$ cat src/sv/sst_pkg.sv
// sst_pkg: shared constants, command and status codes, controller state and the
// per-cell control word for the small set table.
// No dependencies.
package sst_pkg;

   localparam int SstSize   = 32;
   localparam int DataW     = 32;
   localparam int CmdW      = 2;
   localparam int CountOutW = 6;
   localparam int StatusW   = 2;

   typedef enum logic [CmdW-1:0] {
      CMD_INSERT   = 2'd0,
      CMD_REMOVE   = 2'd1,
      CMD_CONTAINS = 2'd2,
      CMD_POP      = 2'd3
   } cmd_type;

   typedef enum logic [StatusW-1:0] {
      STATUS_OK    = 2'd0,
      STATUS_FULL  = 2'd1,
      STATUS_EMPTY = 2'd2
   } status_type;

   typedef enum logic [1:0] {
      ST_IDLE,
      ST_CMP,
      ST_UPD
   } state_type;

   typedef struct packed {
      logic cmp_en;
      logic occupied;
      logic top;
      logic pop_mode;
      logic shift;
      logic insert;
   } cell_ctl_type;

endpackage

$ cat src/sv/sst_if.sv
// sst_if: valid/ready channels for command and result transactions.
// Depends on sst_pkg.
interface sst_req_if;
   logic                               valid;
   logic                               ready;
   logic        [sst_pkg::CmdW-1:0]    command;
   logic signed [sst_pkg::DataW-1:0]   value;

   modport source (output valid, output command, output value, input ready);
   modport sink   (input valid, input command, input value, output ready);
endinterface

interface sst_rsp_if;
   logic                                 valid;
   logic                                 ready;
   logic                                 hit;
   logic signed [sst_pkg::DataW-1:0]     popped_value;
   logic        [sst_pkg::CountOutW-1:0] count;
   logic        [sst_pkg::StatusW-1:0]   status;

   modport source (output valid, output hit, output popped_value, output count,
                   output status, input ready);
   modport sink   (input valid, input hit, input popped_value, input count,
                   input status, output ready);
endinterface

$ cat src/sv/sst_cell.sv
// sst_cell: one table slot. Holds an entry, registers its compare result, loads the
// new value on an append and takes its upper neighbour's entry when the row closes a gap.
// Depends on sst_pkg.
module sst_cell (
   input  logic                              clock,
   input  sst_pkg::cell_ctl_type             ctl,
   input  logic signed [sst_pkg::DataW-1:0]  value,
   input  logic signed [sst_pkg::DataW-1:0]  upper,
   output logic signed [sst_pkg::DataW-1:0]  entry_ff,
   output logic                              match_ff
);

   logic signed [sst_pkg::DataW-1:0] entry_in;
   logic                             match_in;

   always_comb begin
      priority if (ctl.shift) begin
         entry_in = upper;
      end else if (ctl.insert) begin
         entry_in = value;
      end else begin
         entry_in = entry_ff;
      end
   end

   always_comb begin
      if (ctl.cmp_en) begin
         match_in = ctl.occupied & (ctl.pop_mode ? ctl.top : (entry_ff == value));
      end else begin
         match_in = match_ff;
      end
   end

   always_ff @(posedge clock) begin
      entry_ff <= entry_in;
      match_ff <= match_in;
   end

endmodule

$ cat src/sv/sst_ctrl.sv
// sst_ctrl: sequencer, hit/position encoding, fill count, per-cell control and
// the result register.
// Depends on sst_pkg and sst_if.
module sst_ctrl #(
   parameter int SIZE = sst_pkg::SstSize
) (
   input  logic                                        clock,
   input  logic                                        reset,
   sst_req_if.sink                                     req,
   sst_rsp_if.source                                   rsp,
   input  logic [SIZE-1:0]                             match,
   input  logic [SIZE-1:0][sst_pkg::DataW-1:0]         entries,
   output sst_pkg::cell_ctl_type [SIZE-1:0]            cell_ctl,
   output logic signed [sst_pkg::DataW-1:0]            value_ff
);

   localparam int CW = $clog2(SIZE + 1);
   localparam int PW = $clog2(SIZE);

   sst_pkg::state_type                  state_ff, state_in;
   logic [sst_pkg::CmdW-1:0]            cmd_ff;
   logic [CW-1:0]                       count_ff, count_in;
   logic                                rsp_valid_ff, rsp_valid_in;
   logic                                hit_ff;
   logic signed [sst_pkg::DataW-1:0]    popped_ff;
   logic [sst_pkg::CountOutW-1:0]       count_out_ff;
   logic [sst_pkg::StatusW-1:0]         status_ff;

   sst_pkg::cmd_type                    cmd;
   sst_pkg::status_type                 status;
   logic                                accept, out_free, upd_fire;
   logic                                hit, ins_do, shift_do, count_full, count_zero;
   logic [sst_pkg::DataW-1:0]           sel_value;
   logic signed [sst_pkg::DataW-1:0]    popped;
   logic [PW-1:0]                       pos;

   assign accept   = req.valid & req.ready;
   assign out_free = ~rsp_valid_ff | rsp.ready;
   assign upd_fire = (state_ff == sst_pkg::ST_UPD) & out_free;
   assign cmd      = sst_pkg::cmd_type'(cmd_ff);

   // next state
   always_comb begin
      unique case (state_ff)
         sst_pkg::ST_IDLE: state_in = accept ? sst_pkg::ST_CMP : sst_pkg::ST_IDLE;
         sst_pkg::ST_CMP:  state_in = sst_pkg::ST_UPD;
         sst_pkg::ST_UPD: begin
            if (out_free) begin
               state_in = accept ? sst_pkg::ST_CMP : sst_pkg::ST_IDLE;
            end else begin
               state_in = sst_pkg::ST_UPD;
            end
         end
         default: state_in = sst_pkg::ST_IDLE;
      endcase
   end

   // outputs
   always_comb begin
      unique case (state_ff)
         sst_pkg::ST_IDLE: req.ready = 1'b1;
         sst_pkg::ST_UPD:  req.ready = out_free;
         default:          req.ready = 1'b0;
      endcase
   end

   // hit, selected entry and its position; at most one cell matches
   always_comb begin
      sel_value = '0;
      pos       = '0;
      for (int j = 0; j < SIZE; j++) begin
         sel_value = sel_value | (entries[j] & {sst_pkg::DataW{match[j]}});
         pos       = pos | (PW'(j) & {PW{match[j]}});
      end
   end

   assign hit        = |match;
   assign count_full = (count_ff == CW'(SIZE));
   assign count_zero = (count_ff == '0);

   always_comb begin
      ins_do   = 1'b0;
      shift_do = 1'b0;
      popped   = '0;
      status   = sst_pkg::STATUS_OK;
      unique case (cmd)
         sst_pkg::CMD_INSERT: begin
            ins_do = ~hit & ~count_full;
            if (~hit & count_full) begin
               status = sst_pkg::STATUS_FULL;
            end
         end
         sst_pkg::CMD_REMOVE: begin
            shift_do = hit;
            if (count_zero) begin
               status = sst_pkg::STATUS_EMPTY;
            end
         end
         sst_pkg::CMD_CONTAINS: begin
         end
         sst_pkg::CMD_POP: begin
            shift_do = hit;
            popped   = sel_value;
            if (count_zero) begin
               status = sst_pkg::STATUS_EMPTY;
            end
         end
         default: begin
         end
      endcase
   end

   always_comb begin
      count_in = count_ff;
      if (upd_fire) begin
         priority if (ins_do) begin
            count_in = count_ff + CW'(1);
         end else if (shift_do) begin
            count_in = count_ff - CW'(1);
         end else begin
            count_in = count_ff;
         end
      end
   end

   assign rsp_valid_in = upd_fire | (rsp_valid_ff & ~rsp.ready);

   for (genvar j = 0; j < SIZE; j++) begin : g_ctl
      localparam logic [CW-1:0] IdxC = CW'(j);
      localparam logic [PW-1:0] IdxP = PW'(j);
      always_comb begin
         cell_ctl[j].cmp_en   = (state_ff == sst_pkg::ST_CMP);
         cell_ctl[j].occupied = (IdxC < count_ff);
         cell_ctl[j].top      = (IdxC == (count_ff - CW'(1)));
         cell_ctl[j].pop_mode = (cmd == sst_pkg::CMD_POP);
         cell_ctl[j].shift    = upd_fire & shift_do & (IdxP >= pos);
         cell_ctl[j].insert   = upd_fire & ins_do & (IdxC == count_ff);
      end
   end

   always_ff @(posedge clock) begin
      if (reset) begin
         state_ff     <= sst_pkg::ST_IDLE;
         count_ff     <= '0;
         rsp_valid_ff <= 1'b0;
      end else begin
         state_ff     <= state_in;
         count_ff     <= count_in;
         rsp_valid_ff <= rsp_valid_in;
      end
   end

   always_ff @(posedge clock) begin
      if (accept) begin
         cmd_ff   <= req.command;
         value_ff <= req.value;
      end
      if (upd_fire) begin
         hit_ff       <= hit;
         popped_ff    <= popped;
         count_out_ff <= sst_pkg::CountOutW'(count_in);
         status_ff    <= status;
      end
   end

   assign rsp.valid        = rsp_valid_ff;
   assign rsp.hit          = hit_ff;
   assign rsp.popped_value = popped_ff;
   assign rsp.count        = count_out_ff;
   assign rsp.status       = status_ff;

endmodule

$ cat src/sv/small_set_table.sv
// small_set_table: set of up to SIZE distinct words kept packed in insertion order.
// Built from sst_ctrl and a row of sst_cell; depends on sst_pkg and sst_if.
//
//   channel | dir | transaction content
//   req     | in  | command, value
//   rsp     | out | hit, popped_value, count, status
//
// Each command runs in two steps: ST_CMP compares all cells in parallel, then ST_UPD
// updates the row (shift down / append) and loads the result register.
// A new command can also be taken in the update cycle, so the next compare needs no idle state.
// A stalled result register holds the update cycle, and with it req.ready.
// Synchronous reset empties the table; there is no clearing pass.
module small_set_table #(
   parameter int SIZE = sst_pkg::SstSize
) (
   input  logic        clock,
   input  logic        reset,
   sst_req_if.sink     req,
   sst_rsp_if.source   rsp
);

   logic [SIZE-1:0]                          match;
   logic [SIZE-1:0][sst_pkg::DataW-1:0]      entries;
   sst_pkg::cell_ctl_type [SIZE-1:0]         cell_ctl;
   logic signed [sst_pkg::DataW-1:0]         value;

   sst_ctrl #(
      .SIZE (SIZE)
   ) u_ctrl (
      .clock    (clock),
      .reset    (reset),
      .req      (req),
      .rsp      (rsp),
      .match    (match),
      .entries  (entries),
      .cell_ctl (cell_ctl),
      .value_ff (value)
   );

   for (genvar j = 0; j < SIZE; j++) begin : g_cell
      logic signed [sst_pkg::DataW-1:0] upper;
      logic signed [sst_pkg::DataW-1:0] entry;

      if (j == SIZE - 1) begin : g_last
         assign upper = '0;
      end else begin : g_mid
         assign upper = entries[j+1];
      end

      sst_cell u_cell (
         .clock    (clock),
         .ctl      (cell_ctl[j]),
         .value    (value),
         .upper    (upper),
         .entry_ff (entry),
         .match_ff (match[j])
      );

      assign entries[j] = entry;
   end

endmodule
$ cat src/flat_wrapper.sv
// flat-port wrapper written by rule: the top's interface ports become plain ports
module small_set_table_flat 
#(
   parameter int SIZE = sst_pkg::SstSize
)
  (clock, reset, req_valid, req_command, req_value, req_ready, rsp_valid, rsp_hit, rsp_popped_value, rsp_count, rsp_status, rsp_ready);
  sst_req_if req_i ();
  sst_rsp_if rsp_i ();
  input  logic clock;
  input  logic reset;
  input wire logic [$bits(req_i.valid)-1:0] req_valid;
  input wire logic [$bits(req_i.command)-1:0] req_command;
  input wire logic [$bits(req_i.value)-1:0] req_value;
  output wire logic [$bits(req_i.ready)-1:0] req_ready;
  output wire logic [$bits(rsp_i.valid)-1:0] rsp_valid;
  output wire logic [$bits(rsp_i.hit)-1:0] rsp_hit;
  output wire logic [$bits(rsp_i.popped_value)-1:0] rsp_popped_value;
  output wire logic [$bits(rsp_i.count)-1:0] rsp_count;
  output wire logic [$bits(rsp_i.status)-1:0] rsp_status;
  input wire logic [$bits(rsp_i.ready)-1:0] rsp_ready;
  assign req_i.valid = req_valid;
  assign req_i.command = req_command;
  assign req_i.value = req_value;
  assign req_ready = req_i.ready;
  assign rsp_valid = rsp_i.valid;
  assign rsp_hit = rsp_i.hit;
  assign rsp_popped_value = rsp_i.popped_value;
  assign rsp_count = rsp_i.count;
  assign rsp_status = rsp_i.status;
  assign rsp_i.ready = rsp_ready;
  small_set_table #(.SIZE(SIZE)) u_core (.clock(clock), .reset(reset), .req(req_i), .rsp(rsp_i));
endmodule
$ cat config.mk
export PLATFORM = sky130hd
export DESIGN_NAME = small_set_table_flat
export DESIGN_NICKNAME = d
export VERILOG_FILES = /design/src/sv/sst_pkg.sv /design/src/sv/sst_if.sv /design/src/sv/sst_cell.sv /design/src/sv/sst_ctrl.sv /design/src/sv/small_set_table.sv /design/src/flat_wrapper.sv
export SDC_FILE = /design/constraint.sdc
export NUM_CORES = 2
export LEC_CHECK = 0
export BUFFER_PORTS_ARGS = -buffer_cell sky130_fd_sc_hd__buf_2
export CORE_UTILIZATION = 25
export CTS_BUF_LIST = sky130_fd_sc_hd__clkbuf_8
export DETAILED_ROUTE_END_ITERATION = 8
export GPL_ROUTABILITY_DRIVEN = 1
export SYNTH_ARGS = -nofsm -noshare
export SYNTH_HDL_FRONTEND = slang
export SYNTH_SLANG_ARGS = --single-unit
$ cat constraint.sdc
create_clock -name clock -period 13.4 [get_ports clock]
set_input_delay 4.02 -clock clock [delete_from_list [all_inputs] [get_ports clock]]
set_output_delay 4.02 -clock clock [all_outputs]
set_load 0.03 [all_outputs]
# After elaboration in Yosys (flattened, before gate mapping)
# Cells that the tools add are included.
# word_totals
ff_bits	1140
input_bits	38
word_cells	583
# classes
bitwise_logic	202
n_mux	106
order_cmp	64
n_addsub	2
n_eq_ne	99
reduce_logical	37
# ops
cell	count
32-bit 2-to-1 mux	62
32-bit bitwise AND	32
32-bit equality test	32
32-bit OR	31
5-bit by 6-bit equality test with 1-bit output (first input constant)	32
1-bit bitwise AND	103
4-bit by 6-bit equality test with 1-bit output (first input constant)	16
5-bit by 6-bit < comparator with 1-bit output (first input constant)	16
5-bit >= comparator (first input constant)	16
5-bit OR	15
2-bit nonzero test	31
3-bit by 6-bit equality test with 1-bit output (first input constant)	8
4-bit by 6-bit < comparator with 1-bit output (first input constant)	8
4-bit by 5-bit >= comparator with 1-bit output (first input constant)	8
1-bit 2-to-1 mux	36
32-bit OR reduction	1
4-bit OR	7
2-bit by 6-bit equality test with 1-bit output (first input constant)	4
3-bit by 6-bit < comparator with 1-bit output (first input constant)	4
3-bit by 5-bit >= comparator with 1-bit output (first input constant)	4
6-bit 2-to-1 mux	3
1-bit by 6-bit equality test with 1-bit output (first input constant)	2
6-bit zero test	2
1-bit by 6-bit < comparator with 1-bit output (first input constant)	2
22 further kinds	35

# Depth between registers and ports, before layout
# depth
depth_word	33
depth_mapped	11

# Cells and area by module
# A second synthesis with hierarchy kept.
# unflattened
hier_cells	4953
area_unflattened_um2	65884.4
# modules_own_cells
module	seq_area_each_um2	cells_each	area_per_inst_um2	instances
sst_cell	991.0	115	1737.9	32
sst_ctrl	2432.3	1272	10267.3	1
small_set_table	0.0	1	3.8	1

# Worst setup path after synthesis
# Ideal clock, no wire load.
# synth_path
kind	input port to flip-flop
from	input rsp_ready
to	register u_core.g_cell[7].u_cell.entry_ff[0] (netlist bit), enable pin
cell_stages	5
arrival_time_ns	10.371
required_time_ns	12.889
slack_ns	2.519
path_cell_list	nor2b_1 -> nor2_1 -> nand3_1 -> or3_1 -> o41ai_1
# synth_between
elab_chain_len	5
word_cells_on_any_way	7
classes_between	bitwise: 6; reduce/logical: 1
# synth_rtl
element	line	rtl
start: declaration	flat_wrapper.sv:20	input wire logic [$bits(rsp_i.ready)-1:0] rsp_ready;
1-bit OR *	sst_ctrl.sv:38	assign out_free = ~rsp_valid_ff | rsp.ready;
1-bit bitwise AND *	sst_ctrl.sv:39	assign upd_fire = (state_ff == sst_pkg::ST_UPD) & out_free;
net u_core.u_ctrl.upd_fire	sst_ctrl.sv:31	logic accept, out_free, upd_fire;
1-bit bitwise AND (on tied branches) (2 in a row)	sst_ctrl.sv:137, sst_ctrl.sv:136	
2-bit nonzero test (no line) *	--	
end signal: assignment	sst_cell.sv:35	entry_ff <= entry_in;
end: declaration	sst_cell.sv:9	output logic signed [sst_pkg::DataW-1:0] entry_ff,
# The timed path passes the listed nets; every way through them passes the cells marked *.
# A chain may end at the register's enable or synchronous reset.

# Final worst setup path
# layout_path
from	input rsp_ready
to	output req_ready
# layout_between
elab_chain_len	2
# layout_rtl
element	line	rtl
1-bit OR	sst_ctrl.sv:38	
1-bit one-hot mux with 2 select lines	sst_ctrl.sv:60	unique case (state_ff)
end: declaration	flat_wrapper.sv:14	output wire logic [$bits(req_i.ready)-1:0] req_ready;
# Every way passes these cells.

==> results.py <==
metrics = {
    "timing": {
        "fin_ws_ps": 4570,
        "hold_viol": 0,
        "post-route-period-util_pct": 65.9,
        "rsz0062_at_grt": "false",
        "setup_tns_ps": 0,
        "max_slew_margin_pct": -10.3,
        "setup_violations": 0,
        "worstMarginPinSlew_ps": 1640,
        "layout_min_cycle_time_ps": 8830,
        "hold-worst-slack_ps": 573,
        "report.final.slew_viol_count": 37,
        "fin_skew_ps": 112,
        "max_freq_mhz": 113,
    },
    "setup_path": {
        "crit_path_start": "rsp_ready",
        "path_cells": "buf_2 > nor2b_1 > a21oi_1 > buf_2",
        "cp.arrival_ps": 4810,
        "end_kind": "output port",
        "r2r-start": "u_core.g_cell[20].u_cell.match_ff",
        "critPathMaxStageDelay_ps": 270,
        "critPathSlowestCell": "nor2b_1",
        "start_kind": "primary input",
        "critPathMaxFanout": 4,
        "cp_data_required_time_ps": 9380,
        "critical_path.most_common_cell": "buf_2",
        "crit_type": "primary input to output port",
    },
    "synth": {
        "yosys_warnings": 0,
        "synth-main-ff-cell": "edfxtp_1",
        "synth_area_leaders": "edfxtp_1 (50%), mux2_2 (16%), xor2_1 (9.3%), xnor2_1 (4.3%), a22oi_1 (3.0%)",
        "seq_area_frac_synth_pct": 51.3,
        "synth.top_cell.area_share_pct": 50.1,
        "synth_common_cells": "edfxtp_1 (1099), mux2_2 (916), xor2_1 (702)",
        "synth.distinct_cells": 69,
        "ys_ff_latch": 1140,
        "synthMostInstantiatedCell": "edfxtp_1",
        "synth_fp_nets": 5232,
        "synth.cell_area_mm2": 0.0659,
        "syn_avg_cell_area_um2": 12.7,
        "synth_edf_count": 1099,
        "yosys.area.top_type": "edfxtp_1",
        "synth-async-reset-ratio_pct": 0,
        "postSynthCellCount": 5188,
    },
    "clocking": {
        "cts_sinks": 1140,
        "cts-htree-levels": 4,
        "cts_root_buffer": "clkbuf_8",
        "cts.clk_slew.worst_paths_ps": 70,
        "cts_resized": 0,
        "cts_setup_buffers": 0,
        "cts_tree": "yes",
        "numCtsBuffers": 215,
        "cts_hold_buf": 0,
        "clkLatencyLatePin_ps": 1100,
        "clk_path_buf_depth": 3,
    },
    "place": {
        "portBuffers": 80,
        "gp_congestion": 1.18,
        "post-dp-hpwl_um": 349000,
        "post-place-ws_ps": 4470,
    },
    "pwr": {
        "vdd_drop_max_mv": 0.0838,
        "report.power.total_mw": 8.48,
        "cellPowerDensity_mw_per_mm2": 112,
        "p_leak_nw": 24.6,
    },
    "global_routing": {
        "grt_max_degree": 65,
        "grt_pass1_vias": 51500,
        "grt-ovfl-total": 0,
        "grt_usage_pct": 36.1,
        "grt_pass1_wl_um": 610000,
        "grt_antenna_before_repair": 79,
    },
    "drt": {
        "drt_pre_antenna_iters": 8,
        "post_drt_via_cell_ratio": 6.48,
        "ant_nets": 0,
        "wire_per_inst_um": 55.1,
        "routed_wl_um": 495000,
        "drt_iter0_markers": 12600,
        "drcViolationCount": 0,
        "routed-via-count": 58200,
    },
    "floorplan": {
        "initial_utilization_pct": 25.1,
        "core_mm2": 0.262,
        "die_area_mm2": 0.266,
        "die_w_um": 516,
        "ios": 81,
        "die_y_um": 516,
        "num_rows": 188,
    },
    "final_layout": {
        "area_growth_pct": 14.8,
        "drive_gt1_share_pct": 30.0,
        "final_net_count": 5291,
    },
    "outcome": {
        "outcome": "finished with violations",
        "violations": "capacitance limit, slew limit",
    },
    "min_path": {
        "hp-class": "flop to flop",
        "min_from": "u_core.g_cell[31].u_cell.entry_ff[22]",
    },
    "flow_run": {
        "maxCapViolCount": 14,
    },
}
logic make-up (layout without fill, tap and decap cells):
kind of cell | after synthesis | after routing | synth area share (%)
buffers and inverters | 495 | 739 | 3.05
other | 0 | 33 | 0
AND/OR/NAND/NOR | 868 | 868 | 7.19
AO/OA/AOI/OAI | 657 | 657 | 7.78
flip-flops | 1140 | 1140 | 51.3
multiplexers | 993 | 993 | 16.9
adder cells (fa/ha/maj) | 6 | 6 | 0.114
XOR/XNOR | 1029 | 1029 | 13.7
path summary, 6_finish.rpt:
check	endpoint	slack, ps	depth (start not counted)
max	req_ready	4570	4
min	u_core.g_cell[31].u_cell.entry_ff[22]	570	2
max reg2reg	u_core.g_cell[6].u_cell.entry_ff[27]	7420	10
min reg2reg	u_core.g_cell[31].u_cell.entry_ff[22]	570	2
cell usage in the layout, fill, tap and decap left out, types with 80 or more instances in the layout:
master	instances
edfxtp_1	1099
mux2_2	916
xor2_1	695
xnor2_1	326
a22oi_1	263
buf_4	247
clkbuf_8	240
nand4_1	218
nor4_1	185
nand2_1	132
a22o_1	128
a221oi_1	128
inv_1	102
nor2_1	100
buf_2	80
per-layer routing:
| metal | track usage (%) | share of wire [%] |
|---|---|---|
| met1 | 42.7 | 36 |
| met2 | 48.4 | 38 |
| met3 | 18.6 | 16 |
| met4 | 28.5 | 10 |
| met5 | 0.164 | 0.072 |
worst max-delay path, delay by kind of cell:
kind	cells	cell delay (ps)
buf+inv	2	330
simple gates	1	270
compound gates	1	190
sequential cells by signal, summed over array words and instances, names as in the netlist:
name                            flops
u_core.u_ctrl.value_ff             32
u_core.u_ctrl.rsp.status            2
u_core.u_ctrl.rsp.count             6
u_core.g_cell.u_cell.entry_ff    1024
u_core.u_ctrl.count_ff              6
u_core.u_ctrl.state_ff              2
u_core.u_ctrl.rsp.popped_value     32
u_core.u_ctrl.rsp.valid             1
u_core.u_ctrl.cmd                   2
u_core.u_ctrl.rsp.hit               1
u_core.g_cell.u_cell.match_ff      32
report_power, final:
part           switching, mW  internal (mW)  leakage, nW  total (mW)
clock                   1.80           1.70         2.47        3.50
sequential            0.0160           3.92         10.3        3.94
combinational          0.766          0.269         11.9        1.03
total                   2.58           5.89         24.6        8.48
area by class of cell:
type / instances / area (µm²)
antenna: 33 / 82.6
clock buffer: 240 / 3300
clock inverter: 162 / 821
fill: 26800 / 187000
inverter: 6 / 22.5
multi-input combinational: 3553 / 30900
sequential: 1140 / 33800
tap: 3515 / 4400
timing repair buffer: 331 / 2310
metrics by stage:
stage / util (%) / instance area [µm²] / instances
6_report: 28.9 / 75700 / 8980
5_1_grt: 28.8 / 75600 / 8952
4_1_cts: 28.8 / 75500 / 8943
3_5_place_dp: 27.2 / 71400 / 8541
3_3_place_gp: 27.2 / 71400 / 8541
2_1_floorplan: - / 65900 / 5188
Power figures use the tool's default switching activity.
